`config.mk`:
```
export PLATFORM = sky130hd
export DESIGN_NAME = quoted_argument_tokenizer_core
export DESIGN_NICKNAME = d
export VERILOG_FILES = /design/src/hdl/qat_pkg.sv /design/src/hdl/quoted_argument_tokenizer_core.sv
export SDC_FILE = /design/constraint.sdc
export NUM_CORES = 1
export LEC_CHECK = 0
export BUFFER_PORTS_ARGS = -buffer_cell sky130_fd_sc_hd__buf_2
export CAP_MARGIN = 20
export CORE_MARGIN = 4
export CORE_UTILIZATION = 43
export DETAILED_ROUTE_END_ITERATION = 8
export PLACE_DENSITY_LB_ADDON = 0.05
export SLEW_MARGIN = 20
export SYNTH_ARGS = -nofsm -noshare
export SYNTH_HDL_FRONTEND = slang
export SYNTH_SLANG_ARGS = --single-unit
```
`constraint.sdc`:
```
create_clock -name clk -period 6.3 [get_ports clk]
set_clock_uncertainty 0.1 [all_clocks]
set_input_delay 0.315 -clock clk [delete_from_list [all_inputs] [get_ports clk]]
set_output_delay 0.315 -clock clk [all_outputs]
set_load 0.05 [all_outputs]
```
`src/hdl/qat_pkg.sv`:
```
package qat_pkg;

	// Result kinds
	typedef enum logic [1:0] {
		KIND_ARG       = 2'd0,
		KIND_OK        = 2'd1,
		KIND_TOO_MANY  = 2'd2,
		KIND_UNMATCHED = 2'd3
	} kind_t;

	// Characters with a meaning on the line
	localparam logic [7:0] CH_NUL    = 8'h00;
	localparam logic [7:0] CH_SPACE  = 8'h20;
	localparam logic [7:0] CH_DQUOTE = 8'h22;
	localparam logic [7:0] CH_SQUOTE = 8'h27;

	// Capacity after reset
	localparam logic [4:0] MAX_ARGS_RESET = 5'd16;

	// One result beat
	typedef struct packed {
		kind_t       kind;
		logic [7:0]  arg_start;
		logic [8:0]  arg_length;
		logic [3:0]  arg_index;
		logic [4:0]  arg_total;
		logic        last_result;
	} result_t;

endpackage

```
`src/hdl/quoted_argument_tokenizer_core.sv`:
```
// Command line tokenizer.
// Input stream: one character per beat in s_axis_tdata, s_axis_tlast on the final
// byte of a line. Output stream: one beat per argument (offset, length, index,
// running total) with m_axis_tuser = kind, and one status beat per line that
// carries m_axis_tlast. A NUL byte also ends the line; after it or after an error
// the remaining bytes of the line give nothing until the final byte.
// Capacity is written through cfg_we/cfg_wdata; the user must write it only while
// the block is idle, as the block itself does not enforce it. An accepted byte is
// held in the input register and its results are written from there into a
// four-entry result queue, from whose head the result beats leave. One byte is
// taken per cycle as long as the queue has room for the two results a byte can
// cause; when the receiver stalls, the queue fills and s_axis_tready drops until
// it drains.
// Reset clears the line state and the queue and sets the capacity to 16.
module quoted_argument_tokenizer_core #(
	parameter int LINE_BYTES = 256,
	parameter int MAX_ARGS   = 16
) (
	input  logic        clk,
	input  logic        arst_n,
	// capacity register
	input  logic        cfg_we,
	input  logic [4:0]  cfg_wdata,
	// input stream
	input  logic        s_axis_tvalid,
	output logic        s_axis_tready,
	input  logic [7:0]  s_axis_tdata,   // [7:0] char_byte
	input  logic        s_axis_tlast,   // last_byte
	// result stream
	output logic        m_axis_tvalid,
	input  logic        m_axis_tready,
	output logic [31:0] m_axis_tdata,   // [7:0] arg_start, [16:8] arg_length,
	                                    // [20:17] arg_index, [25:21] arg_total, zero pad
	output logic [1:0]  m_axis_tuser,   // [1:0] kind
	output logic        m_axis_tlast    // last_result
);

	localparam int POS_W = (LINE_BYTES > 2) ? $clog2(LINE_BYTES) : 1;
	localparam int EXT_W = (POS_W + 1 > 9) ? POS_W + 1 : 9;
	localparam logic [POS_W-1:0] POS_END = POS_W'(LINE_BYTES - 1);
	localparam logic [8:0] MAX_ARGS_9 = 9'(MAX_ARGS);

	// Capacity register
	logic [4:0] max_args_q;

	always_ff @(posedge clk or negedge arst_n) begin
		if (!arst_n) begin
			max_args_q <= qat_pkg::MAX_ARGS_RESET;
		end else if (cfg_we) begin
			max_args_q <= cfg_wdata;
		end
	end

	// Input register
	logic       valid_s1;
	logic [7:0] char_s1;
	logic       last_byte_s1;
	logic       fire_s1;
	logic [2:0] q_count_q;

	assign fire_s1       = valid_s1 && (q_count_q <= 3'd2);
	assign s_axis_tready = !valid_s1 || fire_s1;

	always_ff @(posedge clk or negedge arst_n) begin
		if (!arst_n) begin
			valid_s1 <= 1'b0;
		end else if (s_axis_tready) begin
			valid_s1 <= s_axis_tvalid;
		end
	end

	always_ff @(posedge clk) begin
		if (s_axis_tvalid && s_axis_tready) begin
			char_s1      <= s_axis_tdata;
			last_byte_s1 <= s_axis_tlast;
		end
	end

	// Line state
	logic             in_quote_q;
	logic             dbl_q;
	logic             in_arg_q;
	logic [7:0]       begin_q;
	logic [POS_W-1:0] pos_q;
	logic [4:0]       arg_cnt_q;
	logic             stopped_q;

	// Capacity limited by the build-time maximum
	logic [4:0] cap;
	assign cap = ({4'd0, max_args_q} < MAX_ARGS_9) ? max_args_q : MAX_ARGS_9[4:0];

	logic [EXT_W-1:0] pos_ext;
	logic [EXT_W-1:0] pos_p1;
	logic             line_end;
	logic             full;

	assign pos_ext  = EXT_W'(pos_q);
	assign pos_p1   = pos_ext + EXT_W'(1);
	assign line_end = last_byte_s1 || (pos_q == POS_END);
	assign full     = (arg_cnt_q >= cap);

	// Per-byte decode: at most one argument and one status
	logic             n_in_quote;
	logic             n_dbl;
	logic             n_in_arg;
	logic [7:0]       n_begin;
	logic             attempt;
	logic [4:0]       cnt1;
	logic             has_arg;
	logic             has_st;
	qat_pkg::kind_t   st_kind;
	logic [7:0]       arg_beg;
	logic [EXT_W-1:0] arg_end;
	logic [EXT_W-1:0] arg_len;
	logic [4:0]       cnt_after;
	logic [7:0]       quote_ch;

	always_comb begin
		n_in_quote = in_quote_q;
		n_dbl      = dbl_q;
		n_in_arg   = in_arg_q;
		n_begin    = begin_q;
		attempt    = 1'b0;
		cnt1       = arg_cnt_q;
		has_arg    = 1'b0;
		has_st     = 1'b0;
		st_kind    = qat_pkg::KIND_OK;
		arg_beg    = begin_q;
		arg_end    = pos_ext;
		quote_ch   = dbl_q ? qat_pkg::CH_DQUOTE : qat_pkg::CH_SQUOTE;

		if (!stopped_q) begin
			if (char_s1 == qat_pkg::CH_NUL) begin
				// NUL ends the line; open unquoted argument ends before it
				has_st = 1'b1;
				if (in_arg_q && full) begin
					st_kind = qat_pkg::KIND_TOO_MANY;
				end else if (in_quote_q) begin
					st_kind = qat_pkg::KIND_UNMATCHED;
				end else begin
					has_arg = in_arg_q;
					st_kind = qat_pkg::KIND_OK;
				end
			end else begin
				if (in_quote_q) begin
					if (char_s1 == quote_ch) begin
						attempt    = 1'b1;
						n_in_quote = 1'b0;
						n_in_arg   = 1'b0;
					end
				end else if (char_s1 == qat_pkg::CH_SQUOTE ||
				             char_s1 == qat_pkg::CH_DQUOTE) begin
					attempt    = in_arg_q;
					n_in_quote = 1'b1;
					n_dbl      = (char_s1 == qat_pkg::CH_DQUOTE);
					n_in_arg   = 1'b1;
					n_begin    = pos_p1[7:0];
				end else if (char_s1 == qat_pkg::CH_SPACE) begin
					if (in_arg_q) begin
						attempt  = 1'b1;
						n_in_arg = 1'b0;
					end
				end else if (!in_arg_q) begin
					n_in_arg = 1'b1;
					n_begin  = pos_ext[7:0];
				end

				if (attempt && full) begin
					has_st  = 1'b1;
					st_kind = qat_pkg::KIND_TOO_MANY;
				end else begin
					has_arg = attempt;
					cnt1    = arg_cnt_q + 5'(attempt);
					if (line_end) begin
						// final byte closes the line
						has_st = 1'b1;
						if (n_in_arg && (cnt1 >= cap)) begin
							st_kind = qat_pkg::KIND_TOO_MANY;
						end else if (n_in_quote) begin
							st_kind = qat_pkg::KIND_UNMATCHED;
						end else begin
							st_kind = qat_pkg::KIND_OK;
							if (n_in_arg) begin
								has_arg = 1'b1;
								arg_beg = n_begin;
								arg_end = pos_p1;
							end
						end
					end
				end
			end
		end

		arg_len   = arg_end - EXT_W'(arg_beg);
		cnt_after = arg_cnt_q + 5'(has_arg);
	end

	// Line state update
	always_ff @(posedge clk or negedge arst_n) begin
		if (!arst_n) begin
			in_quote_q <= 1'b0;
			dbl_q      <= 1'b0;
			in_arg_q   <= 1'b0;
			begin_q    <= '0;
			pos_q      <= '0;
			arg_cnt_q  <= '0;
			stopped_q  <= 1'b0;
		end else if (fire_s1) begin
			if (line_end) begin
				in_quote_q <= 1'b0;
				dbl_q      <= 1'b0;
				in_arg_q   <= 1'b0;
				begin_q    <= '0;
				pos_q      <= '0;
				arg_cnt_q  <= '0;
				stopped_q  <= 1'b0;
			end else begin
				in_quote_q <= n_in_quote;
				dbl_q      <= n_dbl;
				in_arg_q   <= n_in_arg;
				begin_q    <= n_begin;
				pos_q      <= pos_q + POS_W'(1);
				arg_cnt_q  <= cnt_after;
				stopped_q  <= stopped_q | has_st;
			end
		end
	end

	// Result beats for this byte
	qat_pkg::result_t r_arg;
	qat_pkg::result_t r_st;

	always_comb begin
		r_arg.kind        = qat_pkg::KIND_ARG;
		r_arg.arg_start   = arg_beg;
		r_arg.arg_length  = arg_len[8:0];
		r_arg.arg_index   = arg_cnt_q[3:0];
		r_arg.arg_total   = cnt_after;
		r_arg.last_result = 1'b0;

		r_st.kind         = st_kind;
		r_st.arg_start    = '0;
		r_st.arg_length   = '0;
		r_st.arg_index    = '0;
		r_st.arg_total    = cnt_after;
		r_st.last_result  = 1'b1;
	end

	// Result queue, four entries
	qat_pkg::result_t q_mem [4];
	logic [1:0] wr_ptr_q;
	logic [1:0] rd_ptr_q;
	logic       push_arg;
	logic       push_st;
	logic [1:0] push_n;
	logic       pop;
	logic [1:0] st_ptr;

	assign push_arg = fire_s1 && has_arg;
	assign push_st  = fire_s1 && has_st;
	assign push_n   = 2'(push_arg) + 2'(push_st);
	assign pop      = m_axis_tvalid && m_axis_tready;
	assign st_ptr   = wr_ptr_q + 2'(push_arg);

	always_ff @(posedge clk) begin
		if (push_arg) begin
			q_mem[wr_ptr_q] <= r_arg;
		end
		if (push_st) begin
			q_mem[st_ptr] <= r_st;
		end
	end

	always_ff @(posedge clk or negedge arst_n) begin
		if (!arst_n) begin
			wr_ptr_q  <= '0;
			rd_ptr_q  <= '0;
			q_count_q <= '0;
		end else begin
			wr_ptr_q  <= wr_ptr_q + push_n;
			rd_ptr_q  <= rd_ptr_q + 2'(pop);
			q_count_q <= q_count_q + 3'(push_n) - 3'(pop);
		end
	end

	// Output beat from queue head
	qat_pkg::result_t head;
	assign head          = q_mem[rd_ptr_q];
	assign m_axis_tvalid = (q_count_q != 3'd0);
	assign m_axis_tuser  = head.kind;
	assign m_axis_tlast  = head.last_result;
	assign m_axis_tdata  = {6'd0, head.arg_total, head.arg_index, head.arg_length,
	                        head.arg_start};

endmodule

```
==> run_results.csv, run 1 <==
group,metric,value,unit
place,portBuffers,49,
clock_tree,clk_path_buf_depth,2,
sta,hold_viol_final,0,
sta,setup_violations,0,
routing,ant_nets,0,
cells_and_area,final_cell_mix,"103 x nor2_1, 88 x dfxtp_1, 49 x buf_2, 45 x mux2i_1, 38 x nand2_1",
floorplanning,die_y,146,um
job,maxCapViolations,0,
global_route,first_global_vias,6053,
clock_tree,cts_buffers,17,
place,dp.cells,1007,
synthesis,syn_inst,751,
worst_setup_path,r2r_cells,22,
power_and_ir_drop,peakVddDrop,0.381,mV
hold_path,hold_path_end,"max_args_q[3]",
synthesis,synth_seq_cells,163,
global_route,grt_max_degree,39,
clock_tree,clock_latency,0.42,ns
synthesis,synthMuxAreaShare,13.9,%
floorplanning,die_area,21500,um^2
worst_setup_path,regToRegSetupSlack,0.59,ns
hold_path,hold_path.startpoint,"cfg_wdata[3]",
global_route,grt_pass1_wl,33.3,mm
floorplanning,initial_core_util,43.9,%
routing,wl,20.5,mm
place,dp_worst_setup_slack,0.552,ns
synthesis,synth_edf_count,37,
sta,max_freq,175,MHz
synthesis,synth_area,8250,um^2
routing,vias,5908,
place,gp_congestion,0.880,
clock_tree,clkTransAtPathRegs,0.06,ns
worst_setup_path,critPathRequiredTime,6.48,ns
sta,tightest_slew,0.947,ns
hold_path,hold_path_class,"in2reg",
synthesis,yosysUniqueCellTypes,60,
clock_tree,cts_max_level,4,
worst_setup_path,cp_max_fo,15,
cells_and_area,fin_cells,1051,
sta,period_minus_slack,5.71,ns
synthesis,ys_warn_count,0,
global_route,antenna_found_initial,0,
synthesis,synth-seq-area-share,46.4,%
floorplanning,rows,50,
synthesis,synth-xor-area-share,2.97,%
power_and_ir_drop,power.density,497,nW/um^2
place,post-dp-hpwl,14.4,mm
sta,slew_viol_final,0,
synthesis,synth_compound_area_share,13.9,%
synthesis,yosys.area_share.simple,13.6,%
clock_tree,root_buffer,"clkbuf_16",
worst_setup_path,cp-end-kind,"register",
floorplanning,ios,56,
floorplanning,die_x,146,um
synthesis,yosys.area_share.adder,5.04,%
synthesis,ys.flop_type,"dfxtp_1",
worst_setup_path,reg2reg_from,"char_s1[3]",
routing,drt_iter0_markers,388,
floorplanning,coreArea,18800,um^2
routing,post_drt_wl_per_cell,19.5,um
hold_path,hold-path-cell-count,2,
sta,slew_headroom,36.3,%
worst_setup_path,crit_arrival,5.89,ns
synthesis,synth.avg_cell_area,11.0,um^2
routing,first_pass_iters,7,
worst_setup_path,r2r-end,"q_mem[1][18]",
sta,rsz0062_at_grt,"false",
status,status,"finished, final reports clean",
cells_and_area,drive_above_1_share,19.1,%
worst_setup_path,crit_type,"reg2reg",
cells_and_area,final_common_cell,"nor2_1",
routing,vias_per_cell,5.62,
sta,timing.final.ws_setup,0.590,ns
cells_and_area,diodes,0,
sta,setup_tns,0,ns
worst_setup_path,critPathLaunchType,"register",
global_route,grt_usage,19.6,%
clock_tree,clock_sinks,163,
clock_tree,cts_tree,"yes",
power_and_ir_drop,leakagePower,3.76,nW
synthesis,synthArstFlopShare,23.3,%
global_route,overflow,0,
cells_and_area,syn_to_final_growth,14.1,%
synthesis,synth_top_family_by_area,"multiplexers",
cells_and_area,nets,857,
sta,fin_crit_sh,90.6,%
routing,drc,0,
-- sequential cells by signal (all words and copies together), names as in the netlist --
| signal | flops |
|---|---|
| arg_cnt_q | 5 |
| begin_q | 8 |
| char_s1 | 8 |
| dbl_q | 1 |
| in_arg_q | 1 |
| in_quote_q | 1 |
| last_byte_s1 | 1 |
| max_args_q | 5 |
| pos_q | 8 |
| q_count_q | 3 |
| q_mem | 116 |
| rd_ptr_q | 2 |
| stopped_q | 1 |
| valid_s1 | 1 |
| wr_ptr_q | 2 |
-- routing by layer --
layer | routed length, um | GRT usage (%) | vias up
li1 | - | - | 2849
met1 | 9550 | 26.4 | 2914
met2 | 9970 | 32.9 | 126
met3 | 736 | 3.26 | 19
met4 | 251 | 5.22 | 0
met5 | 0 | 0 | -
-- synthesized netlist by cell type, types with 16 or more instances --
cell / instances / area [um^2]
edfxtp_1: 37 / 1110
mux4_2: 29 / 653
o21ai_0: 32 / 160
nor2_1: 103 / 387
ha_1: 30 / 375
dfxtp_1: 88 / 1760
a211oi_1: 18 / 135
o2bb2ai_1: 25 / 219
nand3_1: 16 / 80.1
mux2i_1: 45 / 450
inv_1: 24 / 90.1
clkbuf_1: 29 / 109
a21oi_1: 17 / 85.1
nand2_1: 38 / 143
dfrtp_1: 37 / 926
-- power by group --
part | internal (W) | total [W] | switching (W)
clock | 0.000604 | 0.00102 | 0.000414
sequential | 0.00135 | 0.00156 | 0.000215
combinational | 0.000723 | 0.00210 | 0.00137
total | 0.00267 | 0.00468 | 0.00200
-- worst max path at each step --
stage / end / start / depth (start not counted)
floorplan: q_mem[2][18] / char_s1[3] / 24
global placement: q_mem[2][18] / char_s1[3] / 20
detailed placement: q_mem[0][18] / in_quote_q / 21
CTS: q_mem[2][18] / in_quote_q / 21
global route: q_mem[1][18] / char_s1[3] / 23
finish: q_mem[1][18] / char_s1[3] / 22
-- area by class of cell --
class | instances | area (um^2)
Sequential cell | 163 | 3830
Inverter | 26 | 97.6
Clock inverter | 8 | 100
Clock buffer | 22 | 465
Multi-Input combinational cell | 515 | 4100
Timing Repair Buffer | 83 | 531
Tap cell | 234 | 293
Fill cell | 1727 | 9360
-- worst max-delay path: stages, from the launching register on --
cell	delay, ns
edfxtp_1	0.39
or4_4	0.61
a2111oi_4	0.45
ha_1	0.25
ha_1	0.19
xor2_1	0.16
ha_1	0.26
a21o_1	0.18
a31oi_1	0.12
o21ai_0	0.16
nand4b_1	0.37
buf_4	0.32
inv_2	0.16
nand2_1	0.09
xnor2_1	0.14
ha_1	0.33
a21o_1	0.20
a21oi_1	0.21
o21ai_0	0.16
nor4_1	0.20
nor3_1	0.11
xor2_1	0.29
a21oi_1	0.12
-- per-stage QoR --
stage	cell area [um^2]	total power [W]	hold slack, ns	util, %
final	9410	0.00468	0.0261	50.1
after global routing	9410	0.00496	0.0201	50.1
after CTS	9390	0.00472	0.00829	50.0
after detailed placement	8710	0.00368	0.345	46.4
after global placement	8710	0.00362	0.344	46.4
after floorplan	8270	0.00312	-0.0806	-
-- logic make-up (layout without fill, tap and decap cells) --
family,count (synthesis),in the layout
and+or+nand+nor,226,226
DFF,163,163
muxes,78,78
xor gates and xnor gates,28,28
AOI/OAI and AO/OA,145,145
other,1,6
buffers and inverters,78,139
adders and majority gates,32,32
-- repair_timing --
action                                  in CTS  in global routing
hold buffers                                12                  0
gates resized for setup                      0                  1
endpoints found under the setup margin       0                  5
endpoints found under the hold margin       48                  0
setup buffers                                0                  2
(Power assumes the default switching activity.)
==> run 2: changes to the inputs <==
--- a/config.mk
+++ b/config.mk
@@ -8,7 +8,7 @@
 export BUFFER_PORTS_ARGS = -buffer_cell sky130_fd_sc_hd__buf_2
 export CAP_MARGIN = 20
 export CORE_MARGIN = 4
-export CORE_UTILIZATION = 43
+export CORE_UTILIZATION = 40
 export DETAILED_ROUTE_END_ITERATION = 8
 export PLACE_DENSITY_LB_ADDON = 0.05
 export SLEW_MARGIN = 20
==> run 2 against run 1 <==
Effect of this change:
- setup slack lost 0.11 ns
- die area increased by 7.1%
- non-clock buffer count unchanged
- utilization is 3.4 points lower
- critical endpoint is now q_mem[1][17]
- highest routed layer unchanged
==> run_results.csv, run 2 (synthesis gave the netlist of run 1 again) <==
group,metric,value,unit
routing,wl,21.1,mm
global_route,grt_max_degree,39,
worst_setup_path,cp_max_fo,15,
global_route,grt_usage,19.5,%
power_and_ir_drop,switchingPower,0.00205,W
worst_setup_path,r2r_cells,21,
sta,setup_tns,0,ns
clock_tree,clock_latency,0.43,ns
clock_tree,clkTransAtPathRegs,0.06,ns
place,dp.cells,1043,
routing,drc,0,
place,gp_congestion,0.850,
sta,period_minus_slack,5.82,ns
worst_setup_path,crit_arrival,6.03,ns
clock_tree,cts_buffers,17,
worst_setup_path,critPathRequiredTime,6.51,ns
routing,post_drt_wl_per_cell,19.4,um
cells_and_area,drive_above_1_share,19.4,%
sta,slew_headroom,33.8,%
place,portBuffers,49,
cells_and_area,n_fill_cell,1866,
clock_tree,clk_path_buf_depth,2,
worst_setup_path,crit_type,"reg2reg",
routing,drt_iter0_markers,350,
sta,timing.final.ws_setup,0.478,ns
floorplanning,die_x,152,um
place,post-dp-hpwl,14.8,mm
clock_tree,clock_sinks,163,
routing,first_pass_iters,4,
cells_and_area,diodes,0,
floorplanning,die_y,152,um
power_and_ir_drop,p_comb_share,45.3,%
floorplanning,rows,52,
global_route,antenna_found_initial,0,
sta,tightest_slew,0.984,ns
sta,fin_crit_sh,92.4,%
global_route,first_global_vias,6188,
worst_setup_path,cp-end-kind,"register",
clock_tree,cts_max_level,4,
global_route,overflow,0,
power_and_ir_drop,leakagePower,3.76,nW
clock_tree,cts_tree,"yes",
job,maxCapViolations,0,
sta,rsz0062_at_grt,"false",
status,status,"finished, final reports clean",
power_and_ir_drop,totalPowerFinal,0.00469,W
cells_and_area,syn_to_final_growth,14.6,%
floorplanning,die_area,23000,um^2
routing,vias_per_cell,5.44,
power_and_ir_drop,power.density,496,nW/um^2
power_and_ir_drop,p_clk_share,21.3,%
clock_tree,post_cts_resized,0,
power_and_ir_drop,sw_frac_of_total,43.7,%
clock_tree,root_buffer,"clkbuf_16",
hold_path,hold_path_class,"in2reg",
worst_setup_path,critPathLaunchType,"register",
sta,max_freq,172,MHz
worst_setup_path,r2r-end,"q_mem[1][17]",
routing,vias,5919,
sta,hold_viol_final,0,
cells_and_area,seqCellArea,3830,um^2
cells_and_area,multi_input_area,4090,um^2
worst_setup_path,cp-startpoint,"in_quote_q",
worst_setup_path,regToRegSetupSlack,0.48,ns
cells_and_area,nets,857,
power_and_ir_drop,peakVddDrop,0.374,mV
sta,setup_violations,0,
floorplanning,coreArea,20200,um^2
global_route,grt_pass1_wl,34.5,mm
sta,slew_viol_final,0,
cells_and_area,regMostFlops,"q_mem",
worst_setup_path,crit_end,"q_mem[1][17]",
floorplanning,initial_core_util,40.8,%
cells_and_area,final_cell_mix,"103 x nor2_1, 88 x dfxtp_1, 49 x buf_2, 45 x mux2i_1, 38 x nand2_1",
worst_setup_path,reg2reg_from,"in_quote_q",
routing,ant_nets,0,
place,dp_worst_setup_slack,0.471,ns
cells_and_area,final_common_cell,"nor2_1",
power_and_ir_drop,seqPwrFrac,33.3,%
cells_and_area,largest_reg_flops,116,
floorplanning,ios,56,
power_and_ir_drop,intPower,0.00264,W
cells_and_area,fin_cells,1089,
[run 2: cell count changes in the layout (fill, tap and decap cells not counted), sizes merged]
cell	previous run	this run
clkbuf	22	23
bufinv	2	0
clkinv	2	5
dlygate4sd3	12	11
clkinvlp	0	1
inv	30	29
buf	71	72
[run 2: worst min path at each step]
stage	from	cells past startpoint	to
after detailed placement	q_mem[3][22]	1	q_mem[3][22]
after floorplan	arst_n	0	arg_cnt_q[0]
final	cfg_wdata[4]	3	max_args_q[4]
after global routing	cfg_wdata[1]	2	max_args_q[1]
after global placement	q_mem[1][26]	1	q_mem[1][26]
after CTS	cfg_wdata[4]	3	max_args_q[4]
[run 2: metrics by stage]
step / cell area (um^2) / utilization, % / hold slack, ns
finish: 9450 / 46.7 / 0.0116
global route: 9450 / 46.7 / 0.00829
CTS: 9430 / 46.6 / 0.000442
detailed placement: 8750 / 43.3 / 0.345
global placement: 8750 / 43.3 / 0.342
floorplan: 8270 / - / -0.0806
[run 2: cell type report]
type                       instances  share of cell area [%]
timing repair buffer              83                    5.58
inverter                          26                    1.03
multi-input combinational        515                    43.3
tap                              270                    3.57
clock inverter                     9                   0.728
clock buffer                      23                    5.29
sequential                       163                    40.5
[run 2: timing repair]
action | CTS | global route
hold buffers | 11 | 0
setup endpoints to repair | 0 | 9
endpoints found under the hold margin | 47 | 0
buffers inserted | 0 | 3
[run 2: worst max-delay path, cell delays in order, from the launching register on]
cell	delay (ns)
dfrtp_1	0.52
nor2b_1	0.29
o211ai_1	0.22
a2111oi_4	0.45
ha_1	0.26
ha_1	0.20
xor2_1	0.18
ha_1	0.27
a21o_1	0.18
a31oi_1	0.12
o21ai_0	0.17
nand4b_1	0.32
buf_4	0.21
a21oi_1	0.54
ha_1	0.34
nor2b_1	0.13
o21ai_0	0.20
a21oi_1	0.12
o41ai_1	0.44
xnor2_1	0.23
mux2i_1	0.17
nor2_1	0.05
[run 2: power groups by stage]
stage	clock, W	combinational, W	sequential (W)
3_3_place_gp	0	0.00209	0.00157
3_5_place_dp	0	0.00213	0.00158
4_1_cts	0.00102	0.00215	0.00156
5_1_grt	0.00106	0.00233	0.00160
2_1_floorplan	0	0.00166	0.00147
6_report	0.00100	0.00213	0.00156
[run 2: metal layers]
metal	global-route usage (%)	vias to the layer above	wire length, um
met5	0	-	0
met4	5.30	0	352
met3	4.40	18	847
li1	-	2844	-
met1	27.1	2952	10000
met2	30.9	105	9930
